===== src/design/lr_pkg.sv =====
// Shared constants, codes and helpers for the line rasterizer.
`default_nettype none

package lr_pkg;

  // Default coordinate width and fixed widths of the word fields
  localparam int COORD_BITS  = 12;
  localparam int RGBA_BITS   = 32;
  // Entries in the queue between the front and back parts
  localparam int QUEUE_DEPTH = 2;

  // Operation codes of an input word
  typedef enum logic {
    OP_LOAD = 1'b0,
    OP_STEP = 1'b1
  } op_e;

  // Width of one queue entry: op, start x/y, major, minor, two flags, colour
  function automatic int entry_bits(input int cw);
    return 4 * cw + RGBA_BITS + 3;
  endfunction

endpackage

`default_nettype wire


===== src/design/lr_in_if.sv =====
// Input channel of the line rasterizer: command words with endpoints and colour.
`default_nettype none

interface lr_in_if #(
  parameter int CW = lr_pkg::COORD_BITS
);
  logic                          valid;
  logic                          ready;
  logic                          op;
  logic signed [CW-1:0]          x_start;
  logic signed [CW-1:0]          y_start;
  logic signed [CW-1:0]          x_end;
  logic signed [CW-1:0]          y_end;
  logic [lr_pkg::RGBA_BITS-1:0]  rgba;

  modport source (
    output valid, op, x_start, y_start, x_end, y_end, rgba,
    input  ready
  );

  modport sink (
    input  valid, op, x_start, y_start, x_end, y_end, rgba,
    output ready
  );
endinterface

`default_nettype wire


===== src/design/lr_out_if.sv =====
// Output channel of the line rasterizer: one pixel word per handshake.
`default_nettype none

interface lr_out_if #(
  parameter int CW = lr_pkg::COORD_BITS
);
  logic                          valid;
  logic                          ready;
  logic signed [CW-1:0]          px;
  logic signed [CW-1:0]          py;
  logic [lr_pkg::RGBA_BITS-1:0]  pixel_rgba;
  logic                          last_pixel;

  modport source (
    output valid, px, py, pixel_rgba, last_pixel,
    input  ready
  );

  modport sink (
    input  valid, px, py, pixel_rgba, last_pixel,
    output ready
  );
endinterface

`default_nettype wire


===== src/design/lr_front.sv =====
// Front part: accepts command words and turns a load into walker setup values.
`default_nettype none

module lr_front #(
  parameter int CW = lr_pkg::COORD_BITS
) (
  lr_in_if.sink                        in_i,
  input  logic                         q_ready_i,
  output logic                         q_push_o,
  output logic [lr_pkg::entry_bits(CW)-1:0] q_data_o
);
  import lr_pkg::*;

  typedef struct packed {
    logic                 is_load;
    logic [CW-1:0]        start_x;
    logic [CW-1:0]        start_y;
    logic [CW-1:0]        major_len;
    logic [CW-1:0]        minor_len;
    logic                 y_is_major;
    logic                 minor_dir_neg;
    logic [RGBA_BITS-1:0] colour;
  } entry_t;

  logic signed [CW:0] dx;
  logic signed [CW:0] dy;
  logic [CW-1:0]      adx;
  logic [CW-1:0]      ady;
  logic               y_major;
  logic               swap;
  logic signed [CW:0] minor_delta;
  entry_t             entry;

  // Take a word whenever the queue has room
  assign in_i.ready = q_ready_i;
  assign q_push_o   = in_i.valid && q_ready_i;

  // Deltas and magnitudes; a magnitude always fits in CW bits
  assign dx  = {in_i.x_end[CW-1], in_i.x_end} - {in_i.x_start[CW-1], in_i.x_start};
  assign dy  = {in_i.y_end[CW-1], in_i.y_end} - {in_i.y_start[CW-1], in_i.y_start};
  assign adx = dx[CW] ? CW'(-dx) : CW'(dx);
  assign ady = dy[CW] ? CW'(-dy) : CW'(dy);

  // Pick the major axis (x on a tie) and the end with the smaller major coordinate
  assign y_major     = ady > adx;
  assign swap        = y_major ? dy[CW] : dx[CW];
  assign minor_delta = y_major ? dx : dy;

  // Classify the word into a queue entry
  always_comb begin
    entry.is_load       = (op_e'(in_i.op) == OP_LOAD);
    entry.start_x       = swap ? in_i.x_end : in_i.x_start;
    entry.start_y       = swap ? in_i.y_end : in_i.y_start;
    entry.major_len     = y_major ? ady : adx;
    entry.minor_len     = y_major ? adx : ady;
    entry.y_is_major    = y_major;
    entry.minor_dir_neg = swap ? (minor_delta > 0) : minor_delta[CW];
    entry.colour        = in_i.rgba;
  end

  assign q_data_o = entry;

endmodule

`default_nettype wire


===== src/design/lr_queue.sv =====
// Small first-in first-out queue between the front and back parts.
`default_nettype none

module lr_queue #(
  parameter int DATA_W = 8,
  parameter int DEPTH  = lr_pkg::QUEUE_DEPTH
) (
  input  logic              clk_i,
  input  logic              rst_ni,
  input  logic              push_i,
  input  logic [DATA_W-1:0] data_i,
  output logic              ready_o,
  input  logic              pop_i,
  output logic              valid_o,
  output logic [DATA_W-1:0] data_o
);
  localparam int PTR_W = (DEPTH > 1) ? $clog2(DEPTH) : 1;
  localparam int CNT_W = $clog2(DEPTH + 1);

  logic [DATA_W-1:0] mem_q [DEPTH];
  logic [PTR_W-1:0]  wr_ptr_q, wr_ptr_d;
  logic [PTR_W-1:0]  rd_ptr_q, rd_ptr_d;
  logic [CNT_W-1:0]  count_q, count_d;
  logic              do_push;
  logic              do_pop;

  assign ready_o = (count_q != CNT_W'(DEPTH));
  assign valid_o = (count_q != '0);
  assign data_o  = mem_q[rd_ptr_q];
  assign do_push = push_i && ready_o;
  assign do_pop  = pop_i && valid_o;

  // Advance pointers with wrap at the depth
  always_comb begin
    wr_ptr_d = wr_ptr_q;
    rd_ptr_d = rd_ptr_q;
    count_d  = count_q;
    if (do_push) begin
      wr_ptr_d = (wr_ptr_q == PTR_W'(DEPTH - 1)) ? '0 : wr_ptr_q + 1'b1;
    end
    if (do_pop) begin
      rd_ptr_d = (rd_ptr_q == PTR_W'(DEPTH - 1)) ? '0 : rd_ptr_q + 1'b1;
    end
    if (do_push && !do_pop) begin
      count_d = count_q + 1'b1;
    end else if (do_pop && !do_push) begin
      count_d = count_q - 1'b1;
    end
  end

  always_ff @(posedge clk_i or negedge rst_ni) begin
    if (!rst_ni) begin
      wr_ptr_q <= '0;
      rd_ptr_q <= '0;
      count_q  <= '0;
    end else begin
      wr_ptr_q <= wr_ptr_d;
      rd_ptr_q <= rd_ptr_d;
      count_q  <= count_d;
    end
  end

  // Hold entry storage; no reset needed
  always_ff @(posedge clk_i) begin
    if (do_push) begin
      mem_q[wr_ptr_q] <= data_i;
    end
  end

endmodule

`default_nettype wire


===== src/design/lr_back.sv =====
// Back part: Bresenham walker emitting one pixel word per step entry while busy.
`default_nettype none

module lr_back #(
  parameter int CW = lr_pkg::COORD_BITS
) (
  input  logic                              clk_i,
  input  logic                              rst_ni,
  input  logic                              q_valid_i,
  input  logic [lr_pkg::entry_bits(CW)-1:0] q_data_i,
  output logic                              q_pop_o,
  lr_out_if.source                          out_o
);
  import lr_pkg::*;

  // Error term needs room for twice the sum of error and minor magnitude
  localparam int EW = CW + 3;

  typedef struct packed {
    logic                 is_load;
    logic [CW-1:0]        start_x;
    logic [CW-1:0]        start_y;
    logic [CW-1:0]        major_len;
    logic [CW-1:0]        minor_len;
    logic                 y_is_major;
    logic                 minor_dir_neg;
    logic [RGBA_BITS-1:0] colour;
  } entry_t;

  entry_t               entry;
  logic                 out_free;
  logic                 emit;

  logic                 busy_q;
  logic [CW-1:0]        cur_x_q;
  logic [CW-1:0]        cur_y_q;
  logic signed [EW-1:0] err_q;
  logic [CW-1:0]        major_q;
  logic [CW-1:0]        minor_q;
  logic [CW:0]          left_q;
  logic                 y_major_q;
  logic                 dir_neg_q;
  logic [RGBA_BITS-1:0] colour_q;

  logic                 out_valid_q;
  logic [CW-1:0]        px_q;
  logic [CW-1:0]        py_q;
  logic [RGBA_BITS-1:0] rgba_q;
  logic                 last_q;

  logic                 last;
  logic signed [EW-1:0] err_sum;
  logic signed [EW-1:0] major_ext;
  logic                 minor_step;
  logic signed [EW-1:0] err_next;
  logic [CW-1:0]        major_coord;
  logic [CW-1:0]        minor_coord;
  logic [CW-1:0]        major_next;
  logic [CW-1:0]        minor_next;

  assign entry    = entry_t'(q_data_i);
  assign out_free = !out_valid_q || out_o.ready;

  // Drain loads always, drop steps while idle, stall steps on a full output word
  assign q_pop_o = q_valid_i && (entry.is_load || !busy_q || out_free);
  assign emit    = q_valid_i && !entry.is_load && busy_q && out_free;

  // Error update: add minor, step minor axis when twice the sum reaches major
  assign last       = (left_q <= (CW + 1)'(1));
  assign major_ext  = EW'({3'b000, major_q});
  assign err_sum    = err_q + EW'({3'b000, minor_q});
  assign minor_step = ($signed({err_sum[EW-2:0], 1'b0}) >= major_ext);
  assign err_next   = minor_step ? err_sum - major_ext : err_sum;

  // Coordinate update along the major and minor axes
  assign major_coord = y_major_q ? cur_y_q : cur_x_q;
  assign minor_coord = y_major_q ? cur_x_q : cur_y_q;
  assign major_next  = major_coord + 1'b1;
  assign minor_next  = !minor_step ? minor_coord :
                       (dir_neg_q ? minor_coord - 1'b1 : minor_coord + 1'b1);

  // Walker state
  always_ff @(posedge clk_i or negedge rst_ni) begin
    if (!rst_ni) begin
      busy_q    <= 1'b0;
      cur_x_q   <= '0;
      cur_y_q   <= '0;
      err_q     <= '0;
      major_q   <= '0;
      minor_q   <= '0;
      left_q    <= '0;
      y_major_q <= 1'b0;
      dir_neg_q <= 1'b0;
      colour_q  <= '0;
    end else if (q_pop_o && entry.is_load) begin
      busy_q    <= 1'b1;
      cur_x_q   <= entry.start_x;
      cur_y_q   <= entry.start_y;
      err_q     <= '0;
      major_q   <= entry.major_len;
      minor_q   <= entry.minor_len;
      left_q    <= {1'b0, entry.major_len} + 1'b1;
      y_major_q <= entry.y_is_major;
      dir_neg_q <= entry.minor_dir_neg;
      colour_q  <= entry.colour;
    end else if (emit) begin
      if (last) begin
        busy_q <= 1'b0;
        left_q <= '0;
      end else begin
        left_q  <= left_q - 1'b1;
        err_q   <= err_next;
        cur_x_q <= y_major_q ? minor_next : major_next;
        cur_y_q <= y_major_q ? major_next : minor_next;
      end
    end
  end

  // Output word register
  always_ff @(posedge clk_i or negedge rst_ni) begin
    if (!rst_ni) begin
      out_valid_q <= 1'b0;
    end else if (emit) begin
      out_valid_q <= 1'b1;
    end else if (out_o.ready) begin
      out_valid_q <= 1'b0;
    end
  end

  always_ff @(posedge clk_i) begin
    if (emit) begin
      px_q   <= cur_x_q;
      py_q   <= cur_y_q;
      rgba_q <= colour_q;
      last_q <= last;
    end
  end

  assign out_o.valid      = out_valid_q;
  assign out_o.px         = px_q;
  assign out_o.py         = py_q;
  assign out_o.pixel_rgba = rgba_q;
  assign out_o.last_pixel = last_q;

endmodule

`default_nettype wire


===== src/design/line_rasterizer.sv =====
// Top level of the Bresenham line rasterizer: front, queue and walker.
//
// The rasterizer walks a straight line between two integer endpoints and hands
// out one pixel word for each step word it takes. A load word (op = 0) carries
// both endpoints and a colour and gives no pixel; a load while a line is still
// active drops that line. Each step word (op = 1) gives the next pixel of the
// line, from the end with the smaller coordinate on the major axis to the other,
// both ends included, with last_pixel set on the final one; a step word with no
// line active gives nothing. Sustained rate is one word per clock in and one
// pixel per clock out while the output side takes every pixel: the walker does
// one error add and compare per cycle, a two-entry queue lets the input side run
// ahead of the walker, and the output word register takes a new pixel as its
// held one is taken, though the walker stalls while a pixel waits to be taken.
`default_nettype none

module line_rasterizer #(
  parameter int COORD_BITS = lr_pkg::COORD_BITS
) (
  input  logic      clk_i,
  input  logic      rst_ni,
  lr_in_if.sink     in_i,
  lr_out_if.source  out_o
);
  import lr_pkg::*;

  localparam int ENTRY_W = entry_bits(COORD_BITS);

  logic               push;
  logic               q_ready;
  logic [ENTRY_W-1:0] push_data;
  logic               pop;
  logic               q_valid;
  logic [ENTRY_W-1:0] head_data;

  // Accept and classify command words
  lr_front #(
    .CW (COORD_BITS)
  ) u_front (
    .in_i      (in_i),
    .q_ready_i (q_ready),
    .q_push_o  (push),
    .q_data_o  (push_data)
  );

  // Decouple the front from the walker
  lr_queue #(
    .DATA_W (ENTRY_W),
    .DEPTH  (QUEUE_DEPTH)
  ) u_queue (
    .clk_i   (clk_i),
    .rst_ni  (rst_ni),
    .push_i  (push),
    .data_i  (push_data),
    .ready_o (q_ready),
    .pop_i   (pop),
    .valid_o (q_valid),
    .data_o  (head_data)
  );

  // Walk the line and emit pixels
  lr_back #(
    .CW (COORD_BITS)
  ) u_back (
    .clk_i     (clk_i),
    .rst_ni    (rst_ni),
    .q_valid_i (q_valid),
    .q_data_i  (head_data),
    .q_pop_o   (pop),
    .out_o     (out_o)
  );

endmodule

`default_nettype wire


===== src/flat_wrapper.sv =====
// flat-port wrapper written by rule: the top's interface ports become plain ports
module line_rasterizer_flat import lr_pkg::*;
#(
  parameter int COORD_BITS = lr_pkg::COORD_BITS
)
  (clk_i, rst_ni, in_i_valid, in_i_op, in_i_x_start, in_i_y_start, in_i_x_end, in_i_y_end, in_i_rgba, in_i_ready, out_o_valid, out_o_px, out_o_py, out_o_pixel_rgba, out_o_last_pixel, out_o_ready);
  lr_in_if #(.CW((lr_pkg::COORD_BITS))) in_i_i ();
  lr_out_if #(.CW((lr_pkg::COORD_BITS))) out_o_i ();
  input  logic clk_i;
  input  logic rst_ni;
  input wire logic [$bits(in_i_i.valid)-1:0] in_i_valid;
  input wire logic [$bits(in_i_i.op)-1:0] in_i_op;
  input wire logic [$bits(in_i_i.x_start)-1:0] in_i_x_start;
  input wire logic [$bits(in_i_i.y_start)-1:0] in_i_y_start;
  input wire logic [$bits(in_i_i.x_end)-1:0] in_i_x_end;
  input wire logic [$bits(in_i_i.y_end)-1:0] in_i_y_end;
  input wire logic [$bits(in_i_i.rgba)-1:0] in_i_rgba;
  output wire logic [$bits(in_i_i.ready)-1:0] in_i_ready;
  output wire logic [$bits(out_o_i.valid)-1:0] out_o_valid;
  output wire logic [$bits(out_o_i.px)-1:0] out_o_px;
  output wire logic [$bits(out_o_i.py)-1:0] out_o_py;
  output wire logic [$bits(out_o_i.pixel_rgba)-1:0] out_o_pixel_rgba;
  output wire logic [$bits(out_o_i.last_pixel)-1:0] out_o_last_pixel;
  input wire logic [$bits(out_o_i.ready)-1:0] out_o_ready;
  assign in_i_i.valid = in_i_valid;
  assign in_i_i.op = in_i_op;
  assign in_i_i.x_start = in_i_x_start;
  assign in_i_i.y_start = in_i_y_start;
  assign in_i_i.x_end = in_i_x_end;
  assign in_i_i.y_end = in_i_y_end;
  assign in_i_i.rgba = in_i_rgba;
  assign in_i_ready = in_i_i.ready;
  assign out_o_valid = out_o_i.valid;
  assign out_o_px = out_o_i.px;
  assign out_o_py = out_o_i.py;
  assign out_o_pixel_rgba = out_o_i.pixel_rgba;
  assign out_o_last_pixel = out_o_i.last_pixel;
  assign out_o_i.ready = out_o_ready;
  line_rasterizer #(.COORD_BITS(COORD_BITS)) u_core (.clk_i(clk_i), .rst_ni(rst_ni), .in_i(in_i_i), .out_o(out_o_i));
endmodule

===== config.mk =====
export PLATFORM = sky130hd
export DESIGN_NAME = line_rasterizer_flat
export DESIGN_NICKNAME = d
export VERILOG_FILES = /design/src/design/lr_pkg.sv /design/src/design/lr_in_if.sv /design/src/design/lr_out_if.sv /design/src/design/lr_front.sv /design/src/design/lr_queue.sv /design/src/design/lr_back.sv /design/src/design/line_rasterizer.sv /design/src/flat_wrapper.sv
export SDC_FILE = /design/constraint.sdc
export NUM_CORES = 1
export LEC_CHECK = 0
export BUFFER_PORTS_ARGS = -buffer_cell sky130_fd_sc_hd__buf_2
export CAP_MARGIN = 0
export CELL_PAD_IN_SITES_DETAIL_PLACEMENT = 1
export CELL_PAD_IN_SITES_GLOBAL_PLACEMENT = 1
export CORE_AREA = 2 2 190 192
export CTS_CLUSTER_DIAMETER = 150
export CTS_CLUSTER_SIZE = 30
export DETAILED_ROUTE_END_ITERATION = 10
export DIE_AREA = 0 0 192 194
export HOLD_SLACK_MARGIN = 0.15
export PLACE_DENSITY_LB_ADDON = 0.1
export SLEW_MARGIN = 5
export SYNTH_ARGS = -nofsm -noshare
export SYNTH_HDL_FRONTEND = slang
export SYNTH_HIERARCHICAL = 1
export SYNTH_SLANG_ARGS = --single-unit
export TNS_END_PERCENT = 100

===== constraint.sdc =====
create_clock -name clk_i -period 13.6 [get_ports clk_i]
set_input_delay 4.08 -clock clk_i [delete_from_list [all_inputs] [get_ports clk_i]]
set_output_delay 4.08 -clock clk_i [all_outputs]
set_load 0.01 [all_outputs]

==> impl_metrics.env, run 1 <==
export IMPL_required_ns=13.85
export IMPL_fin_crit_ns=8.39
export IMPL_vias=12300
export IMPL_dp_slack_ns=4.69
export IMPL_netlist_instances=1576
export IMPL_netlist_area_um2=18400
export IMPL_grt_ovfl_total=0
export IMPL_worst_pin_slew_ns=1.07
export IMPL_critPathLaunchType="primary input"
export IMPL_crit_buf_inv=2
export IMPL_clockRootBuffer="clkbuf_16"
export IMPL_clock_latency_ns=0.52
export IMPL_synthDistinctLibCells=87
export IMPL_rows=69
export IMPL_fp_dieArea_um2=37200
export IMPL_drt_initial_drc_count=687
export IMPL_cts_path_max_buffers=3
export IMPL_crit_family="compound AO/OA/AOI/OAI gates"
export IMPL_grt_usage_pct=24.6
export IMPL_async_reset_ff_share_pct=34.0
export IMPL_ant_nets=0
export IMPL_grt_use_met2_pct=42.8
export IMPL_place_congestion=0.840
export IMPL_post_drt_wl_per_cell_um=21.4
export IMPL_ff_latch_area_um2=9580
export IMPL_synth_area_per_cell_um2=11.7
export IMPL_grt_pass1_vias=13000
export IMPL_use_met3_pct=2.53
export IMPL_finalMaxSlewViolations=0
export IMPL_busiest_layer="met2"
export IMPL_fillers=3735
export IMPL_finalClockSkew_ns=0.0291
export IMPL_arrival_ns=8.64
export IMPL_cts_resized=0
export IMPL_crit_chain="buf_2 > ha_1 > fa_1 > and2b_1 > o22ai_1 > xnor2_1 > nor3_1 > nand3_1 > o31ai_1 > xnor2_1 > inv_1 > ha_1 > a21o_1 > a21o_1 > a21oi_1 > o221ai_1 > o21a_1 > mux2_4 > mux2_1"
export IMPL_numCtsBuffers=15
export IMPL_ys_warn_count=6
export IMPL_clk_pin_slew_worst_paths_ns=0.11
export IMPL_grtUsageMet1_pct=33.7
export IMPL_drcViolationCount=0
export IMPL_crit_fanout=24
export IMPL_place_hpwl_mm=32.8
export IMPL_viasPerCell=5.79
export IMPL_antenna_found_initial=0
export IMPL_pin_count=144
export IMPL_vdd_ir_drop_max_uv=166
export IMPL_io_buffers=143
export IMPL_synth_edf_count=223
export IMPL_finalNetCount=1834
export IMPL_synth_main_ff_cell="edfxtp_1"
export IMPL_grt_pass1_wl_mm=72.0
export IMPL_synth_seq_cells=338
export IMPL_hold_buffers=0
export IMPL_cts_sink_count=338
export IMPL_status="finished, final reports clean"
export IMPL_multi_input_area_um2=8040
export IMPL_fin_ws_ns=5.21
export IMPL_drive_gt1_share_pct=18.3
export IMPL_cap_violations=0
export IMPL_hold_violations=0
export IMPL_finalSetupTns_ns=0
export IMPL_min_path_type="reg2reg"
export IMPL_synth_fp_nets=1754
export IMPL_slowest_delay_ns=0.48
export IMPL_die_x_um=192
export IMPL_leakage_nw=8.27
export IMPL_finalWirelength_mm=45.5
export IMPL_htreeDepth=1
export IMPL_post_cts_buffers=0
export IMPL_cts_tree="done"
export IMPL_syn_to_final_growth_pct=6.95
export IMPL_fp_coreArea_um2=35200
export IMPL_end_kind="register"
export IMPL_firstDrtPassIters=5
export IMPL_seq_area_frac_synth_pct=51.9
export IMPL_min_period_over_period_pct=61.7
export IMPL_critPathSlowestCell="mux2_4"
export IMPL_setup_viol_count_final=0
export IMPL_start_util_pct=52.4
export IMPL_rsz0062_at_grt="no"
export IMPL_pwr_density_cell_nw_per_um2=278
export IMPL_max_freq_mhz=119
export IMPL_critPathKind="in2reg"
export IMPL_grt_max_degree=91
export IMPL_die_height_um=194
export IMPL_slew_headroom_pct=28.5
==> final timing paths <==
kind	to	from	slack (ns)	cells after the start
min	u_core/u_back/out_o.pixel_rgba[5]	u_core/u_back/colour_q[5]	0.46	0
min reg2reg	u_core/u_back/out_o.pixel_rgba[5]	u_core/u_back/colour_q[5]	0.46	0
max reg2reg	u_core/u_back/cur_y_q[5]	u_core/u_back/minor_q[0]	8.72	16
max	u_core/u_queue/mem_q[1][79]	in_i_y_start[0]	5.21	19
min in group asynchronous	u_core/u_back/minor_q[0]	rst_ni	3.63	1
max in group asynchronous	u_core/u_back/minor_q[8]	rst_ni	8.58	2
==> state kept, by name, indices dropped and copies added, names as in the netlist, 12 cells and up <==
register and cells:
u_core/u_back/out_o.px 12, u_core/u_back/cur_x_q 12, u_core/u_back/left_q 13, u_core/u_back/err_q 14, u_core/u_back/major_q 12, u_core/u_back/out_o.py 12
u_core/u_back/cur_y_q 12, u_core/u_queue/mem_q 166, u_core/u_back/out_o.pixel_rgba 32, u_core/u_back/colour_q 32, u_core/u_back/minor_q 12
==> metrics by stage <==
step | std cells | power, W | instance area [um2] | hold WS [ns] | utilization (%)
finish | 2127 | 0.00548 | 19700 | 0.461 | 56.0
CTS | 2126 | 0.00550 | 19700 | 0.463 | 56.0
global placement | 2100 | 0.00480 | 19300 | 0.430 | 54.8
floorplan | 1576 | 0.00413 | 18400 | 0.425 | -
detailed placement | 2100 | 0.00495 | 19300 | 0.435 | 54.8
global route | 2126 | 0.00591 | 19700 | 0.472 | 56.0
==> synthesized netlist by cell type (all sizes together) (4+ instances only) <==
library cell    n  area [um2]
o221ai          6        58.8
or2             7        43.8
mux2          123        1620
a211oi          7        52.6
o31ai           8        73.8
nand2         208         781
fa              5         100
a222oi          4        40.0
clkbuf         26        98.8
or3             4        25.0
inv            76         285
nor2b          12        75.1
buf            66         475
xor2           42         368
nor2           64         240
nand2b         14        87.6
a21o           22         165
dfrtp         115        2880
o21ai         106         531
a21oi          62         325
edfxtp        223        6700
nand4          10        62.6
nand3          35         180
a31oi           7        43.8
a221o           6        60.1
o21a            7        52.6
nor4            9        62.6
ha             88        1100
or4             4        33.8
o211ai          4        35.0
a221oi         14         140
a22o            5        43.8
nor3           21         105
mux2i          48         480
xnor2          57         507
and3           10        62.6
and2            4        25.0
==> power by group <==
group | total [W] | internal (W) | leakage [nW] | switching (W)
clock | 0.000540 | 0.000216 | 0.210 | 0.000324
combinational | 0.00308 | 0.00127 | 4.58 | 0.00180
sequential | 0.00186 | 0.00161 | 3.48 | 0.000252
total | 0.00548 | 0.00310 | 8.27 | 0.00238
==> cell type report <==
class,count,area share (%)
clock inverters,3,0.165
well taps,461,2.92
flip-flops and latches,338,48.5
diodes,1,0.0127
inverters,76,1.45
multi-input cells,1070,40.8
clock buffers,23,2.05
repair buffers,155,4.10
==> metal layers <==
metal	part of all wire, %	up-vias
met3	4.0	46
li1	-	5828
met5	0	-
met4	1.3	0
met1	46	6197
met2	49	238
==> cells by family after synthesis <==
group	Yosys count	share of synthesized area (%)
simple gates	412	10.1
flops	338	51.9
compound gates	295	10.7
mux	171	11.4
buf+inv	168	4.66
xor+xnor	99	4.74
fa+ha+maj	93	6.51
==> placed cells by master, fill, tap and decap left out, types with 7 or more instances in the layout <==
cell type and count:
dfrtp_1 114, ha_1 88, buf_2 142, buf_4 13, nand4_1 10, xor2_1 42
nor3_1 21, mux2_2 42, mux2_1 19, clkbuf_16 15, nor2_1 61, clkbuf_1 8
edfxtp_1 223, mux2i_1 48, a221oi_1 13, o31ai_1 7, inv_1 76, a21oi_1 60
o21ai_0 101, xnor2_1 56, a21o_1 22, o21a_1 7, nand3_1 34, nor4_1 8
nand2b_1 14, nor2b_1 12, mux2_4 62, a31oi_1 7, nand2_1 207, a211oi_1 7
and3_1 9
Note: power is estimated with default switching activity, not from simulation.
==> inputs of run 2 (changes only) <==
Settings changed: CORE_AREA 2 2 190 192 to 2 2 206 208, DIE_AREA 0 0 192 194 to 0 0 208 210.
Clock period 13.6 ns to 7.18 ns, I/O delays scaled along.
==> impl_metrics.env, run 2 (same netlist as run 1, synthesis figures left out) <==
export IMPL_firstDrtPassIters=5
export IMPL_cts_tree="done"
export IMPL_grt_pass1_wl_mm=73.9
export IMPL_drcViolationCount=0
export IMPL_p_seq_share_pct=34.1
export IMPL_end_kind="register"
export IMPL_rsz0062_at_grt="no"
export IMPL_die_x_um=208
export IMPL_clockRootBuffer="clkbuf_16"
export IMPL_final_common_cell="edfxtp_1"
export IMPL_r2r_start="u_core/u_back/minor_q[0]"
export IMPL_arrival_ns=6.70
export IMPL_p_switching_w=0.00449
export IMPL_place_hpwl_mm=33.8
export IMPL_p_int_w=0.00587
export IMPL_ant_nets=0
export IMPL_clock_latency_ns=0.53
export IMPL_worst_pin_slew_ns=1.05
export IMPL_cts_sink_count=338
export IMPL_hold_path_end="u_core/u_back/out_o.pixel_rgba[0]"
export IMPL_min_path_cells=0
export IMPL_dp_slack_ns=0.186
export IMPL_antenna_found_initial=1
export IMPL_viasPerCell=5.56
export IMPL_finalSetupTns_ns=0
export IMPL_final_cell_mix="edfxtp_1 (223), nand2_1 (207), buf_2 (142), dfrtp_1 (114), o21ai_0 (101)"
export IMPL_leakage_nw=8.28
export IMPL_place_congestion=0.833
export IMPL_max_freq_mhz=156
export IMPL_post_drt_wl_per_cell_um=21.2
export IMPL_switching_share_pct=43.3
export IMPL_grt_ovfl_total=0
export IMPL_fillers=4457
export IMPL_grt_pass1_vias=13100
export IMPL_finalNetCount=1837
export IMPL_dp_cells=2181
export IMPL_min_period_over_period_pct=89.5
export IMPL_min_delay_start="u_core/u_back/colour_q[0]"
export IMPL_rows=75
export IMPL_critPathLaunchType="primary input"
export IMPL_post_cts_buffers=0
export IMPL_finalClockSkew_ns=0.0271
export IMPL_pwr_density_cell_nw_per_um2=522
export IMPL_finalMaxSlewViolations=0
export IMPL_largest_reg_flops=166
export IMPL_required_ns=7.46
export IMPL_crit_fanout=24
export IMPL_cap_violations=0
export IMPL_die_height_um=210
export IMPL_fin_ws_ns=0.754
export IMPL_power_frac_comb_pct=56.0
export IMPL_finalWirelength_mm=46.8
export IMPL_fp_dieArea_um2=43700
export IMPL_pwr_share_clk_pct=10.0
export IMPL_vdd_ir_drop_max_uv=278
export IMPL_htreeDepth=1
export IMPL_numCtsBuffers=15
export IMPL_hold_violations=0
export IMPL_setup_viol_count_final=0
export IMPL_fin_crit_ns=6.43
export IMPL_pin_count=144
export IMPL_status="finished, final reports clean"
export IMPL_fp_coreArea_um2=41500
export IMPL_cts_path_max_buffers=3
export IMPL_slew_headroom_pct=30.3
export IMPL_grt_max_degree=63
export IMPL_r2r_end="u_core/u_back/err_q[1]"
export IMPL_drt_initial_drc_count=668
export IMPL_worst_r2r_setup_slack_ns=2.30
export IMPL_drive_gt1_share_pct=18.4
export IMPL_io_buffers=143
export IMPL_grt_usage_pct=21.4
export IMPL_largest_register="u_core/u_queue/mem_q"
export IMPL_cts_resized=0
export IMPL_start_util_pct=44.5
export IMPL_syn_to_final_growth_pct=7.58
export IMPL_vias=12300
export IMPL_min_path_type="reg2reg"
export IMPL_critPathKind="in2reg"
export IMPL_reg2reg_depth=16
export IMPL_clk_pin_slew_worst_paths_ns=0.12
export IMPL_stdcell_count=2206
export IMPL_hold_buffers=0
-- run 2: changes by cell type in the layout (fill, tap and decap cells not counted), sizes merged --
cell,delta
inv,-2
buf,+3
-- run 2: worst max-delay path, cell delays in order --
cell,delay [ns]
buf_2,0.09
inv_1,0.04
ha_1,0.20
fa_1,0.41
and2b_1,0.24
o22ai_1,0.10
xnor2_1,0.21
nor3_1,0.33
nand3_1,0.21
o41ai_2,0.36
xnor2_1,0.23
inv_1,0.10
ha_1,0.31
nand4_1,0.12
or2_2,0.34
o221ai_1,0.19
o21a_1,0.19
mux2_4,0.47
mux2_1,0.40
-- run 2: worst max-delay path by stage --
stage	depth (start not counted)	from	to
finish	19	in_i_y_end[0]	u_core/u_queue/mem_q[1][65]
global route	19	in_i_y_end[0]	u_core/u_queue/mem_q[1][73]
CTS	19	in_i_y_end[0]	u_core/u_queue/mem_q[1][73]
detailed placement	19	in_i_y_end[0]	u_core/u_queue/mem_q[1][78]
global placement	18	in_i_y_start[3]	u_core/u_queue/mem_q[1][65]
floorplan	21	in_i_x_end[0]	u_core/u_queue/mem_q[0][60]
-- run 2: per-stage QoR --
step           instance area, um2  util [%]  power [W]  hold slack [ns]
4_1_cts                     19800      47.8     0.0105            0.454
2_1_floorplan               18400         -    0.00782            0.425
3_3_place_gp                19400      46.8    0.00917            0.428
6_report                    19800      47.8     0.0104            0.456
3_5_place_dp                19400      46.8    0.00940            0.432
5_1_grt                     19800      47.8     0.0112            0.464
-- run 2: per-layer routing --
layer	wire length [um]	share of wire, %	vias up	GRT usage [%]
li1	-	-	5825	-
met1	21900	47	6193	29.4
met2	22700	49	202	37.3
met3	1470	3.1	38	2.25
met4	692	1.5	0	3.67
met5	0	0	-	0
-- run 2: final cells by class --
class | instances | area, um2 | share of cell area [%]
sequential | 338 | 9580 | 48.3
multi-input combinational | 1070 | 8040 | 40.5
timing repair buffer | 158 | 831 | 4.19
tap | 539 | 674 | 3.40
clock buffer | 23 | 405 | 2.04
inverter | 76 | 285 | 1.44
clock inverter | 1 | 30.0 | 0.151
antenna | 1 | 2.50 | 0.0126
-- run 2: power by group through the flow --
stage                     registers [W]  clock network (W)  logic (W)
after detailed placement        0.00359                  0    0.00582
after floorplan                 0.00346                  0    0.00436
final                           0.00353            0.00103    0.00580
after global routing            0.00362            0.00112    0.00646
after global placement          0.00353                  0    0.00564
after CTS                       0.00354            0.00107    0.00585
